`src/mso_pkg.sv`:
```
// ----------------------------------------------------------------------------
// mso_pkg
// Shared types and constants for the marquee scroll offset block.
// ----------------------------------------------------------------------------
package mso_pkg;

  localparam int FRACTION_BITS_DEF = 16;
  localparam int TIME_W            = 24;
  localparam int TICK_W            = 16;
  localparam int LEN_W             = 12;
  localparam int OFS_W             = 20;
  localparam int PHASE_W           = 3;
  localparam int CFG_IDX_W         = 2;
  localparam int CFG_DATA_W        = 16;

  typedef logic [PHASE_W-1:0] phase_t;

  localparam phase_t PH_WAIT = 3'd0;
  localparam phase_t PH_UP   = 3'd1;
  localparam phase_t PH_HOLD = 3'd2;
  localparam phase_t PH_DOWN = 3'd3;
  localparam phase_t PH_DONE = 3'd4;

  localparam logic [CFG_IDX_W-1:0] REG_DELAY  = 2'd0;
  localparam logic [CFG_IDX_W-1:0] REG_SCROLL = 2'd1;
  localparam logic [CFG_IDX_W-1:0] REG_LENGTH = 2'd2;
  localparam logic [CFG_IDX_W-1:0] REG_MODE   = 2'd3;

  typedef struct packed {
    logic [TICK_W-1:0] delay_ticks;
    logic [TICK_W-1:0] scroll_ticks;
    logic [LEN_W-1:0]  scroll_length;
    logic              profile_mode;
  } cfg_t;

  typedef struct packed {
    phase_t            phase;
    logic [TICK_W-1:0] elapsed;
  } item_t;

endpackage

```
`src/mso_front.sv`:
```
// ----------------------------------------------------------------------------
// mso_front
// Classifies a time into its profile phase and the ticks elapsed in its ramp.
// ----------------------------------------------------------------------------
module mso_front (
  input  logic                          clk,
  input  logic                          rst_n,
  input  mso_pkg::cfg_t                 cfg,
  input  logic                          accept,
  input  logic [mso_pkg::TIME_W-1:0]    current_time,
  output logic                          item_valid,
  output mso_pkg::item_t                item
);
  import mso_pkg::*;

  logic           valid_r;
  item_t          item_r;
  item_t          item_nxt;
  logic [TIME_W:0] t;
  logic [TIME_W:0] d;
  logic [TIME_W:0] s;
  logic [TIME_W:0] ds;
  logic [TIME_W:0] dds;
  logic [TIME_W:0] ddss;
  logic [TIME_W:0] diff;

  always_comb begin
    t    = {1'b0, current_time};
    d    = (TIME_W+1)'(cfg.delay_ticks);
    s    = (TIME_W+1)'(cfg.scroll_ticks);
    ds   = d + s;
    dds  = ds + d;
    ddss = dds + s;
    diff = '0;
    item_nxt.phase = PH_DONE;
    if (t < d) begin
      item_nxt.phase = PH_WAIT;
    end else if (t < ds) begin
      item_nxt.phase = PH_UP;
      diff = t - d;
    end else if (cfg.profile_mode) begin
      item_nxt.phase = PH_DONE;
    end else if (t < dds) begin
      item_nxt.phase = PH_HOLD;
    end else if (t < ddss) begin
      item_nxt.phase = PH_DOWN;
      diff = t - dds;
    end
    item_nxt.elapsed = diff[TICK_W-1:0];
  end

  always_ff @(posedge clk) begin
    if (!rst_n) begin
      valid_r <= 1'b0;
    end else begin
      valid_r <= accept;
    end
    item_r <= item_nxt;
  end

  assign item_valid = valid_r;
  assign item       = item_r;

endmodule

```
`src/mso_queue.sv`:
```
// ----------------------------------------------------------------------------
// mso_queue
// Two-entry item queue between the classifier and the arithmetic pipeline.
// ----------------------------------------------------------------------------
module mso_queue (
  input  logic           clk,
  input  logic           rst_n,
  input  logic           push,
  input  mso_pkg::item_t push_item,
  input  logic           pop,
  output logic           not_empty,
  output logic           full,
  output mso_pkg::item_t head
);
  import mso_pkg::*;

  item_t      mem_r [2];
  logic       wr_r;
  logic       rd_r;
  logic [1:0] cnt_r;
  logic [1:0] cnt_nxt;
  logic       do_pop;

  assign do_pop    = pop && (cnt_r != 2'd0);
  assign not_empty = (cnt_r != 2'd0);
  assign full      = (cnt_r == 2'd2);
  assign head      = mem_r[rd_r];

  always_comb begin
    cnt_nxt = cnt_r;
    if (push && !do_pop) cnt_nxt = cnt_r + 2'd1;
    if (!push && do_pop) cnt_nxt = cnt_r - 2'd1;
  end

  always_ff @(posedge clk) begin
    if (!rst_n) begin
      wr_r  <= 1'b0;
      rd_r  <= 1'b0;
      cnt_r <= 2'd0;
    end else begin
      cnt_r <= cnt_nxt;
      if (push) wr_r <= ~wr_r;
      if (do_pop) rd_r <= ~rd_r;
    end
    if (push) mem_r[wr_r] <= push_item;
  end

`ifndef SYNTHESIS
  a_no_overflow: assert property (@(posedge clk) disable iff (!rst_n)
    !(full && push && !pop)) else $error("queue overflow");
`endif

endmodule

```
`src/mso_back.sv`:
```
// ----------------------------------------------------------------------------
// mso_back
// Pipelined ramp fraction divider, smootherstep easing and offset scaling.
// ----------------------------------------------------------------------------
module mso_back #(
  parameter int FRACTION_BITS = mso_pkg::FRACTION_BITS_DEF
) (
  input  logic                           clk,
  input  logic                           rst_n,
  input  mso_pkg::cfg_t                  cfg,
  input  logic                           in_valid,
  input  mso_pkg::item_t                 in_item,
  output logic                           out_strobe,
  output logic [mso_pkg::OFS_W-1:0]      out_offset,
  output logic [mso_pkg::PHASE_W-1:0]    out_phase
);
  import mso_pkg::*;

  localparam int F  = FRACTION_BITS;
  localparam int AW = F + 4;
  localparam int PW = OFS_W + F + 1;

  logic [TICK_W-1:0] rem_r [F+1];
  logic [F-1:0]      q_r   [F+1];
  phase_t            dph_r [F+1];
  logic              dv_r  [F+1];

  always_ff @(posedge clk) begin
    if (!rst_n) begin
      dv_r[0] <= 1'b0;
    end else begin
      dv_r[0] <= in_valid;
    end
    rem_r[0] <= in_item.elapsed;
    q_r[0]   <= '0;
    dph_r[0] <= in_item.phase;
  end

  genvar k;
  generate
    for (k = 0; k < F; k++) begin : g_div
      logic [TICK_W:0]   sh;
      logic [TICK_W:0]   sub;
      logic              ge;
      assign sh  = {rem_r[k], 1'b0};
      assign sub = sh - {1'b0, cfg.scroll_ticks};
      assign ge  = (sh >= {1'b0, cfg.scroll_ticks});
      always_ff @(posedge clk) begin
        if (!rst_n) begin
          dv_r[k+1] <= 1'b0;
        end else begin
          dv_r[k+1] <= dv_r[k];
        end
        rem_r[k+1] <= ge ? sub[TICK_W-1:0] : sh[TICK_W-1:0];
        q_r[k+1]   <= {q_r[k][F-2:0], ge};
        dph_r[k+1] <= dph_r[k];
      end
    end
  endgenerate

  logic [F-1:0]    f;
  logic [AW-1:0]   a;
  assign f = q_r[F];
  assign a = (AW'(15) << F) - (AW'(f) * AW'(6));

  logic [F+AW-1:0] s1_fa_r;
  logic [2*F-1:0]  s1_ff_r;
  logic [F-1:0]    s1_f_r;
  phase_t          s1_ph_r;
  logic            s1_v_r;

  logic [AW-1:0]   inner;
  logic [F-1:0]    f2;
  assign inner = (AW'(10) << F) - s1_fa_r[F+AW-1:F];
  assign f2    = s1_ff_r[2*F-1:F];

  logic [AW-1:0]   s2_inner_r;
  logic [2*F-1:0]  s2_f3p_r;
  logic [F-1:0]    s2_f_r;
  phase_t          s2_ph_r;
  logic            s2_v_r;

  logic [F-1:0]    f3;
  assign f3 = s2_f3p_r[2*F-1:F];

  logic [F+AW-1:0] s3_ep_r;
  logic [F-1:0]    s3_f_r;
  phase_t          s3_ph_r;
  logic            s3_v_r;

  logic [AW-1:0]   e_raw;
  logic [F:0]      e;
  logic [F:0]      mul_op;
  logic [OFS_W-1:0] l8;
  assign e_raw  = s3_ep_r[F+AW-1:F];
  assign e      = (e_raw > (AW'(1) << F)) ? ((F+1)'(1) << F) : e_raw[F:0];
  assign mul_op = cfg.profile_mode ? {1'b0, s3_f_r} : e;
  assign l8     = {cfg.scroll_length, 8'd0};

  logic [PW-1:0]   s4_prod_r;
  phase_t          s4_ph_r;
  logic            s4_v_r;

  logic [OFS_W-1:0] scaled;
  logic [OFS_W-1:0] ofs_nxt;
  assign scaled = s4_prod_r[OFS_W+F-1:F];

  always_comb begin
    case (s4_ph_r)
      PH_UP:   ofs_nxt = scaled;
      PH_HOLD: ofs_nxt = l8;
      PH_DOWN: ofs_nxt = l8 - scaled;
      default: ofs_nxt = '0;
    endcase
  end

  logic [OFS_W-1:0] ofs_r;
  phase_t           oph_r;
  logic             ov_r;

  always_ff @(posedge clk) begin
    if (!rst_n) begin
      s1_v_r <= 1'b0;
      s2_v_r <= 1'b0;
      s3_v_r <= 1'b0;
      s4_v_r <= 1'b0;
      ov_r   <= 1'b0;
    end else begin
      s1_v_r <= dv_r[F];
      s2_v_r <= s1_v_r;
      s3_v_r <= s2_v_r;
      s4_v_r <= s3_v_r;
      ov_r   <= s4_v_r;
    end
    s1_fa_r    <= (F+AW)'(f) * (F+AW)'(a);
    s1_ff_r    <= (2*F)'(f) * (2*F)'(f);
    s1_f_r     <= f;
    s1_ph_r    <= dph_r[F];
    s2_inner_r <= inner;
    s2_f3p_r   <= (2*F)'(f2) * (2*F)'(s1_f_r);
    s2_f_r     <= s1_f_r;
    s2_ph_r    <= s1_ph_r;
    s3_ep_r    <= (F+AW)'(f3) * (F+AW)'(s2_inner_r);
    s3_f_r     <= s2_f_r;
    s3_ph_r    <= s2_ph_r;
    s4_prod_r  <= PW'(l8) * PW'(mul_op);
    s4_ph_r    <= s3_ph_r;
    ofs_r      <= ofs_nxt;
    oph_r      <= s4_ph_r;
  end

  assign out_strobe = ov_r;
  assign out_offset = ofs_r;
  assign out_phase  = oph_r;

`ifndef SYNTHESIS
  a_rest_zero: assert property (@(posedge clk) disable iff (!rst_n)
    (ov_r && (oph_r == PH_WAIT || oph_r == PH_DONE)) |-> (ofs_r == '0))
    else $error("offset not zero at rest");
  a_hold_full: assert property (@(posedge clk) disable iff (!rst_n)
    (ov_r && oph_r == PH_HOLD) |-> (ofs_r == l8))
    else $error("hold offset not full length");
  a_in_range: assert property (@(posedge clk) disable iff (!rst_n)
    ov_r |-> (ofs_r <= l8)) else $error("offset beyond length");
`endif

endmodule

```
`src/marquee_scroll_offset.sv`:
```
// ----------------------------------------------------------------------------
// marquee_scroll_offset
// Scroll offset profile for a text marquee, bounce with eased ramps or loop.
// ----------------------------------------------------------------------------
// Usage: write delay, duration, length and mode on the cfg_ channel (index,
// data, valid/ready; ready is always high) while no item is in flight.
// Present a time on in_current_time with start high; it is taken when busy is
// low. Each item gives one result: out_offset (Q12.8 pixels) and out_phase,
// shown for one cycle with out_strobe high. The receiver cannot stall.
// Pipeline: FRACTION_BITS + 8 register stages, the first loaded at the
// accepting edge: one classify stage, one queue stage, one divider input
// stage, one divider stage per fraction bit, four easing and scaling stages
// and the output stage.
// Throughput: one item per cycle; the divider and multipliers are fully
// pipelined, so busy stays low in normal use.
// Reset: registers return to delay 0, duration 1, length 0, bounce mode,
// and the pipeline is emptied.
// ----------------------------------------------------------------------------
module marquee_scroll_offset #(
  parameter int FRACTION_BITS = mso_pkg::FRACTION_BITS_DEF
) (
  input  logic                              clk,
  input  logic                              rst_n,
  input  logic                              start,
  output logic                              busy,
  input  logic [mso_pkg::TIME_W-1:0]        in_current_time,
  output logic                              out_strobe,
  output logic [mso_pkg::OFS_W-1:0]         out_offset,
  output logic [mso_pkg::PHASE_W-1:0]       out_phase,
  input  logic                              cfg_valid,
  output logic                              cfg_ready,
  input  logic [mso_pkg::CFG_IDX_W-1:0]     cfg_index,
  input  logic [mso_pkg::CFG_DATA_W-1:0]    cfg_data
);
  import mso_pkg::*;

  cfg_t  cfg_r;
  logic  accept;
  logic  f_valid;
  item_t f_item;
  logic  q_ne;
  logic  q_full;
  item_t q_head;

  assign cfg_ready = 1'b1;
  assign accept    = start && !busy;
  assign busy      = q_full;

  always_ff @(posedge clk) begin
    if (!rst_n) begin
      cfg_r.delay_ticks   <= '0;
      cfg_r.scroll_ticks  <= TICK_W'(1);
      cfg_r.scroll_length <= '0;
      cfg_r.profile_mode  <= 1'b0;
    end else if (cfg_valid) begin
      case (cfg_index)
        REG_DELAY:  cfg_r.delay_ticks   <= cfg_data;
        REG_SCROLL: cfg_r.scroll_ticks  <= cfg_data;
        REG_LENGTH: cfg_r.scroll_length <= cfg_data[LEN_W-1:0];
        REG_MODE:   cfg_r.profile_mode  <= cfg_data[0];
        default:    cfg_r               <= cfg_r;
      endcase
    end
  end

  mso_front u_front (
    .clk          (clk),
    .rst_n        (rst_n),
    .cfg          (cfg_r),
    .accept       (accept),
    .current_time (in_current_time),
    .item_valid   (f_valid),
    .item         (f_item)
  );

  mso_queue u_queue (
    .clk       (clk),
    .rst_n     (rst_n),
    .push      (f_valid),
    .push_item (f_item),
    .pop       (1'b1),
    .not_empty (q_ne),
    .full      (q_full),
    .head      (q_head)
  );

  mso_back #(
    .FRACTION_BITS (FRACTION_BITS)
  ) u_back (
    .clk        (clk),
    .rst_n      (rst_n),
    .cfg        (cfg_r),
    .in_valid   (q_ne),
    .in_item    (q_head),
    .out_strobe (out_strobe),
    .out_offset (out_offset),
    .out_phase  (out_phase)
  );

endmodule
```
`config.mk`:
```
export PLATFORM = sky130hd
export DESIGN_NAME = marquee_scroll_offset
export DESIGN_NICKNAME = d
export VERILOG_FILES = /design/src/mso_pkg.sv /design/src/mso_front.sv /design/src/mso_queue.sv /design/src/mso_back.sv /design/src/marquee_scroll_offset.sv
export SDC_FILE = /design/constraint.sdc
export NUM_CORES = 2
export LEC_CHECK = 0
export ABC_AREA = 1
export ABC_CLOCK_PERIOD_IN_PS = 22600
export BUFFER_PORTS_ARGS = -buffer_cell sky130_fd_sc_hd__clkbuf_2
export CAP_MARGIN = 20
export CORE_ASPECT_RATIO = 1.4
export CORE_MARGIN = 2
export CORE_UTILIZATION = 65
export DETAILED_ROUTE_END_ITERATION = 8
export GPL_TIMING_DRIVEN = 0
export PLACE_DENSITY = 0.82
export REMOVE_ABC_BUFFERS = 1
export SLEW_MARGIN = 0
export SYNTH_ARGS = -nofsm -noshare
export SYNTH_HDL_FRONTEND = slang
export SYNTH_HIERARCHICAL = 1
export SYNTH_SLANG_ARGS = --single-unit
```
`constraint.sdc`:
```
create_clock -name clk -period 22.6 [get_ports clk]
set_input_delay 5.65 -clock clk [delete_from_list [all_inputs] [get_ports clk]]
set_output_delay 5.65 -clock clk [all_outputs]
set_load 0.03 [all_outputs]
```
======== After elaboration in Yosys (flattened, before gate mapping) ========
Memories as Yosys holds them, arrays and structs flattened. A register that Yosys moved wholly into a read port is not among the register bits.
Cells that the tools add are included.
cells by class
  $add $sub $neg .......................... 26
  multiply operators ...................... 6
  order comparisons ....................... 21
  equal/unequal tests ..................... 7
  multiplexer cells ....................... 52
  bitwise gates (word level) .............. 19
  reduce and logical (&&, ||, !) cells .... 16
operators with widths
  operator                number
  $mux 16                 20
  $sub 16x16->16          18
  $ge 17x16->1            16
  $mul 16x20->36          2
  $mul 16x16->32          2
  $pmux 20 s3             1
  $lt 24x25->1            2
  $mux 17                 2
  $mul 12x17->28          1
  $add 25x16->25          1
  $lt 24x16->1            1
  $lt 24x17->1            1
  $mux 1                  24
  $gt 20x17->1 const B    1
  $sub 20x19->20 const A  1
  $sub 20x20->20          1
  $sub 20x20->20 const A  1
  $add 17x16->18          1
  $mul 16x2->18 const B   1
  $add 16x16->17          1
  $or 1x1->1              17
  $mux 3                  3
  $reduce_and 2->1        4
  $eq 2x2->1 const B      3
  13 further kinds        22
storage, ports and cells
  register bits after elaboration ......... 337
  RAM bits ................................ 650
  output and inout port bits .............. 26
  word-level logic and storage cells ...... 182
  memories kept ........................... 5
memory list
  name           depth  bits a word  read ports  clocked after Yosys merged registers in  write ports  line             text
  u_back.q_r     17     16           17          0                                        17           mso_back.sv:24   logic [F-1:0] q_r [F+1];
  u_back.rem_r   17     16           16          0                                        17           mso_back.sv:23   logic [TICK_W-1:0] rem_r [F+1];
  u_back.dph_r   17     3            17          1                                        17           mso_back.sv:25   phase_t dph_r [F+1];
  u_queue.mem_r  2      19           1           1                                        1            mso_queue.sv:17  item_t mem_r [2];
  u_back.dv_r    17     1            17          1                                        17           mso_back.sv:26   logic dv_r [F+1];

======== Logic depth before layout (Yosys ltp) ========
  depth after elaboration ................. 8
  gate-level depth with buffers ........... 43
  depth with buffers taken out ............ 41

======== Hierarchy ========
Netlist, hierarchy kept.
modules (own cells, without submodules)
  module                 instances  cells an instance  area an instance (sq um)
  mso_back               1          8832               71153.2
  mso_front              1          954                5947.0
  marquee_scroll_offset  1          295                1919.3
  mso_queue              1          95                 1659.1

======== Worst setup path after synthesis ========
OpenSTA, ideal clock, no wires.
  path type ............................... in2reg
  from .................................... input in_current_time[0] (netlist name)
  to ...................................... register u_front.item_r, in the netlist u_front/item[16]
  library setup time ...................... 0.115 ns
  arrival time ............................ 7.274 ns
  slack ................................... 15.211 ns
  stages .................................. 14
  path through ............................ inv_2 -> ha_1 -> inv_1 -> fa_1 -> nand2_1 -> nand3_1 -> nand3_1 -> nand2_2 -> nand2_1 -> clkinv_1 -> nor2_2 -> nor2_4 -> buf_12 -> o21a_1
between the ends
  cells in the longest elaborated chain, start to end .. 5
  elaborated cells between the ends (all ways) .. 8
  classes of those cells .................. order compare: 4; mux: 4
RTL lines
  element                 line                         text
  start: declaration      marquee_scroll_offset.sv:26  input logic [mso_pkg::TIME_W-1:0] in_current_time,
  $lt 24x25->1            mso_front.sv:45              end else if (t < ddss) begin
  $mux 3                  mso_front.sv:45
  $mux 3                  mso_front.sv:43              end else if (t < dds) begin
  $mux 3                  mso_front.sv:41              end else if (cfg.profile_mode) begin
  $mux 1                  mso_front.sv:38              end else if (t < ds) begin
  end signal: assignment  mso_front.sv:58              item_r <= item_nxt;
  end: declaration        mso_front.sv:17              item_t item_r;
Parallel ways exist; a longest one is shown, timed or not.
A chain may end at the register's enable or synchronous reset.

==> Flow_metrics.wiki <==
{| class="wikitable"
! Metric !! Value
|-
| Result of the run || finished, final reports clean
|-
| Number of sinks driven by the clock tree || about 770
|-
| Worst-Skew Late Latency || ~0.71 ns
|-
| Uppermost signal routing layer after detailed routing || met5
|-
| Instance count of the mapped netlist || 10180
|-
| IO buf count || 70
|-
| Clock-pin slew reported for the worst setup and hold paths after clock tree synthesis || approximately 0.090 ns
|-
| Number of nets with antenna violations after routing || 0
|-
| Via count of the routed design || about 67000
|-
| Start point of the worst min-delay path || u_back/q_r[0][208]
|-
| Highest net fanout along the worst path || 34
|-
| Layout fillers || around 10000
|-
| Worst reg2reg path startpoint || u_back/q_r[0][242]
|-
| Final design instance area without fill || approximately 85000 sq um
|-
| Reg-to-reg setup timing slack || about 13 ns
|-
| Number of buffers added by the clock tree synthesis step || between 70 and 80
|-
| Worst Hold Endpoint || u_back/q_r[0][225]
|-
| # Post-CTS Setup Buffers || 0
|-
| Final Hold Violating Endpoints || 0
|-
| Maximum number of pins on one net before global-route repair || 73
|-
| Sequential standard cell area || approximately 16000 sq um
|-
| Slowest stage cell, crit path || sky130_fd_sc_hd__dfxtp_2
|-
| Vertical die dimension || 420.9 microns
|-
| Post_cts resized || 0
|-
| CTS tree || built
|-
| Number of antenna violations at the first check in global routing || 2
|-
| Data required time at the worst endpoint || 23.19 ns
|-
| EDFF count, synth || 38
|-
| Largest cells by area after synthesis || sky130_fd_sc_hd__fa_1 (25%), sky130_fd_sc_hd__dfxtp_1 (18%), sky130_fd_sc_hd__ha_1 (14%)
|-
| Detailed-route vias per instance || between 5 and 6
|-
| Endpoint kind of the worst setup timing path || flop
|-
| Finish-stage setup viols || 0
|-
| Post-synthesis cell area || just over 80000 sq um
|-
| Number of storage elements in the synthesis netlist || ~770
|-
| Start-to-end type of the worst setup path || reg -> reg
|-
| Setup clock skew after layout || approximately 0.042 ns
|-
| Global-route wire length before repair || approximately 360000 microns
|-
| Utilization after layout || 69.33%
|-
| Reg-to-reg endpoint || u_back/s1_fa_r[31]
|-
| Number of hold buffers added after CTS || 0
|-
| Startpoint types || flop
|-
| Critical Path Max Stage Delay || 1.00 ns
|-
| Final cycle utilization of the critical path || a little over two fifths
|-
| Worst min-delay path class || reg -> reg
|-
| Final sum of negative setup slack || 0 ns
|-
| Routed wire length per instance || 19.22 microns
|-
| Nets@finish || about 12000
|-
| Area of the core region || between 100000 and 150000 sq um
|-
| Hold Path Stages || 0
|-
| Global route overflow || 0
|-
| Count of distinct cell types in the synthesized netlist || 73
|-
| Mean area per synthesized cell || around 7.9 sq um
|-
| Placed standard-cell area || 82430 sq um
|-
| Iteration-0 DRC count of the detailed router || approximately 4800
|-
| Max-cap viol count || 0
|-
| Share of the synthesized area in the top cell type || between 20% and 30%
|-
| CTS Root Cell || sky130_fd_sc_hd__clkbuf_16
|-
| Global-route total usage across every layer || roughly 36%
|-
| FFs w/ async S/R, synth || 0%
|-
| Fin. max-slew vios || 0
|-
| Total area of multi-input combinational cells || 56100 sq um
|-
| Total die area || around 130000 sq um
|-
| Min Clock Period, post-route || 9.645 ns
|-
| Measured slew at the worst slew-check pin || between 1 and 1.5 ns
|-
| Met1 WL || between 70000 and 80000 microns
|-
| # DRC || 0
|-
| Syn. warnings || 6
|-
| Vias in the first global route || 71810
|-
| Total wirelength of the detailed-routed design || 226000 microns
|-
| CP arrival || ~10 ns
|-
| Initial cell density of the core || 65.67%
|-
| Post-synthesis sequential area ratio || slightly below 20%
|-
| Max Freq || a little over 0.1 GHz
|-
| Setup repair after global routing missed its margin || false
|-
| I/O pin count || 72
|-
| Slew Limit Headroom || 23.76%
|-
| H-tree depth || 3
|-
| Max Buffers Root-to-Sink || 3
|-
| Worst Reg2Reg Path Length in Cells || 34
|-
| Cell type contributing the most total cell area after synthesis || sky130_fd_sc_hd__fa_1
|-
| Dominant register cell in the synthesized netlist || sky130_fd_sc_hd__dfxtp_1
|-
| Weighted congestion at the end of routability-driven global placement || approximately 0.99
|-
| Row count || between 150 and 200
|-
| Met3 wire length || between 15000 and 20000 microns
|-
| Dpl hpwl || around 180000 microns
|-
| Area Growth Syn to Fin || 5.569%
|-
| Total met2 wirelength after detailed routing || ~110000 microns
|-
| Fraction of final layout cells with drive strength greater than 1 || under 10%
|-
| Most used cell along the critical path || sky130_fd_sc_hd__nand2_1
|-
| Die Width || between 300 and 400 microns
|-
| First-pass detailed-route iteration total || 7
|}
worst max-delay path: cells and delay by family, from the launching register on:
kind	cells	cell delay (ns)
flip-flops	1	1.00
AO/OA/AOI/OAI	1	0.43
adder cells (fa/ha/maj)	8	4.09
AND/OR/NAND/NOR	19	3.14
buffers and inverters	6	0.81
registers in the layout, indices dropped and copies added (netlist names), 21 cells and up, named ones only:
| register | count |
|---|---|
| u_queue/mem_r | 38 |
| u_back/dph_r | 51 |
| u_back/s1_fa_r | 21 |
| u_back/q_r | 136 |
| cfg_r | 45 |
| u_back/rem_r | 256 |
routing by layer:
layer	global-route usage (%)	vias to the layer above
met5	0	-
met4	25.43	2
met3	6.425	1082
met2	65.51	2927
met1	38.12	32270
li1	-	31150
logic make-up (layout without fill, tap and decap cells):
family	after synthesis	in the layout	share of synthesized area, %
multiplexers	19	19	0.3117
flip-flops	768	768	19.53
adder cells (fa/ha/maj)	1892	1892	38.77
XOR/XNOR	369	369	4.048
AND/OR/NAND/NOR	3641	3641	18.27
buffers and inverters	2308	2273	10.94
other	1	5	0.004648
AO/OA/AOI/OAI	1178	1178	8.125
layout by cell type (no fill, tap or decap), drive strengths merged, types with 16 or more instances in the layout:
| cell | Yosys | layout |
|---|---|---|
| o2111ai | 17 | 17 |
| or2 | 16 | 16 |
| nand3 | 262 | 262 |
| clkbuf | 212 | 171 |
| xnor2 | 142 | 142 |
| nor3 | 98 | 98 |
| nand2 | 2543 | 2543 |
| o21bai | 20 | 20 |
| a31oi | 39 | 39 |
| o21ai | 391 | 391 |
| o21a | 39 | 39 |
| nor2 | 611 | 611 |
| fa | 1013 | 1013 |
| dfxtp | 730 | 730 |
| inv | 2015 | 2023 |
| a21oi | 551 | 551 |
| buf | 60 | 25 |
| clkinv | 21 | 43 |
| nor4 | 18 | 18 |
| nand4 | 68 | 68 |
| mux2 | 19 | 19 |
| a21boi | 23 | 23 |
| edfxtp | 38 | 38 |
| a21o | 41 | 41 |
| xor2 | 227 | 227 |
| ha | 879 | 879 |
synthesized netlist by cell type, drive strengths merged, types with 10 or more instances:
library cell,instances
o21a,39
nand2,2543
xnor2,142
clkbuf,212
nor2,611
nand4,68
o221ai,10
nor4,18
o2111ai,17
a21o,41
a21boi,23
a21oi,551
o21bai,20
xor2,227
or2,16
o21ai,391
edfxtp,38
buf,60
dfxtp,730
nand3,262
mux2,19
ha,879
fa,1013
nand3b,14
inv,2015
clkinv,21
nor3,98
a31oi,39
metrics by stage:
step | setup slack, ns | std cells | hold slack [ns]
after floorplan | 15.00 | 9906 | 0.3096
after global placement | 12.53 | 11590 | 0.3095
after detailed placement | 13.21 | 11610 | 0.3120
after CTS | 13.20 | 11760 | 0.3030
after global routing | 12.58 | 11760 | 0.3200
final | 12.95 | 11760 | 0.2929
final cells by class:
cell class | instances | area share [%]
multi-input cells | 7102 | 65.87
flip-flops and latches | 768 | 18.52
inverters | 2036 | 8.980
clock buffers | 101 | 2.621
well taps | 1617 | 2.375
repair buffers | 95 | 1.163
clock inverters | 41 | 0.4642
diodes | 2 | 0.005876
worst max path at each step:
stage / from / slack [ns] / endpoint
finish: u_back/q_r[0][242] / 12.95 / u_back/s1_fa_r[31]
global route: u_back/q_r[0][241] / 12.58 / u_back/s1_fa_r[31]
CTS: u_back/q_r[0][242] / 13.20 / u_back/s1_fa_r[31]
detailed placement: u_back/q_r[0][244] / 13.21 / u_back/s1_fa_r[31]
global placement: u_back/q_r[0][242] / 12.53 / u_back/s1_fa_r[26]
floorplan: u_back/q_r[0][241] / 15.00 / u_back/s1_fa_r[32]
Power is not shown: default switching activity piles up to over one toggle a cycle in this logic, so the estimate is an artifact.
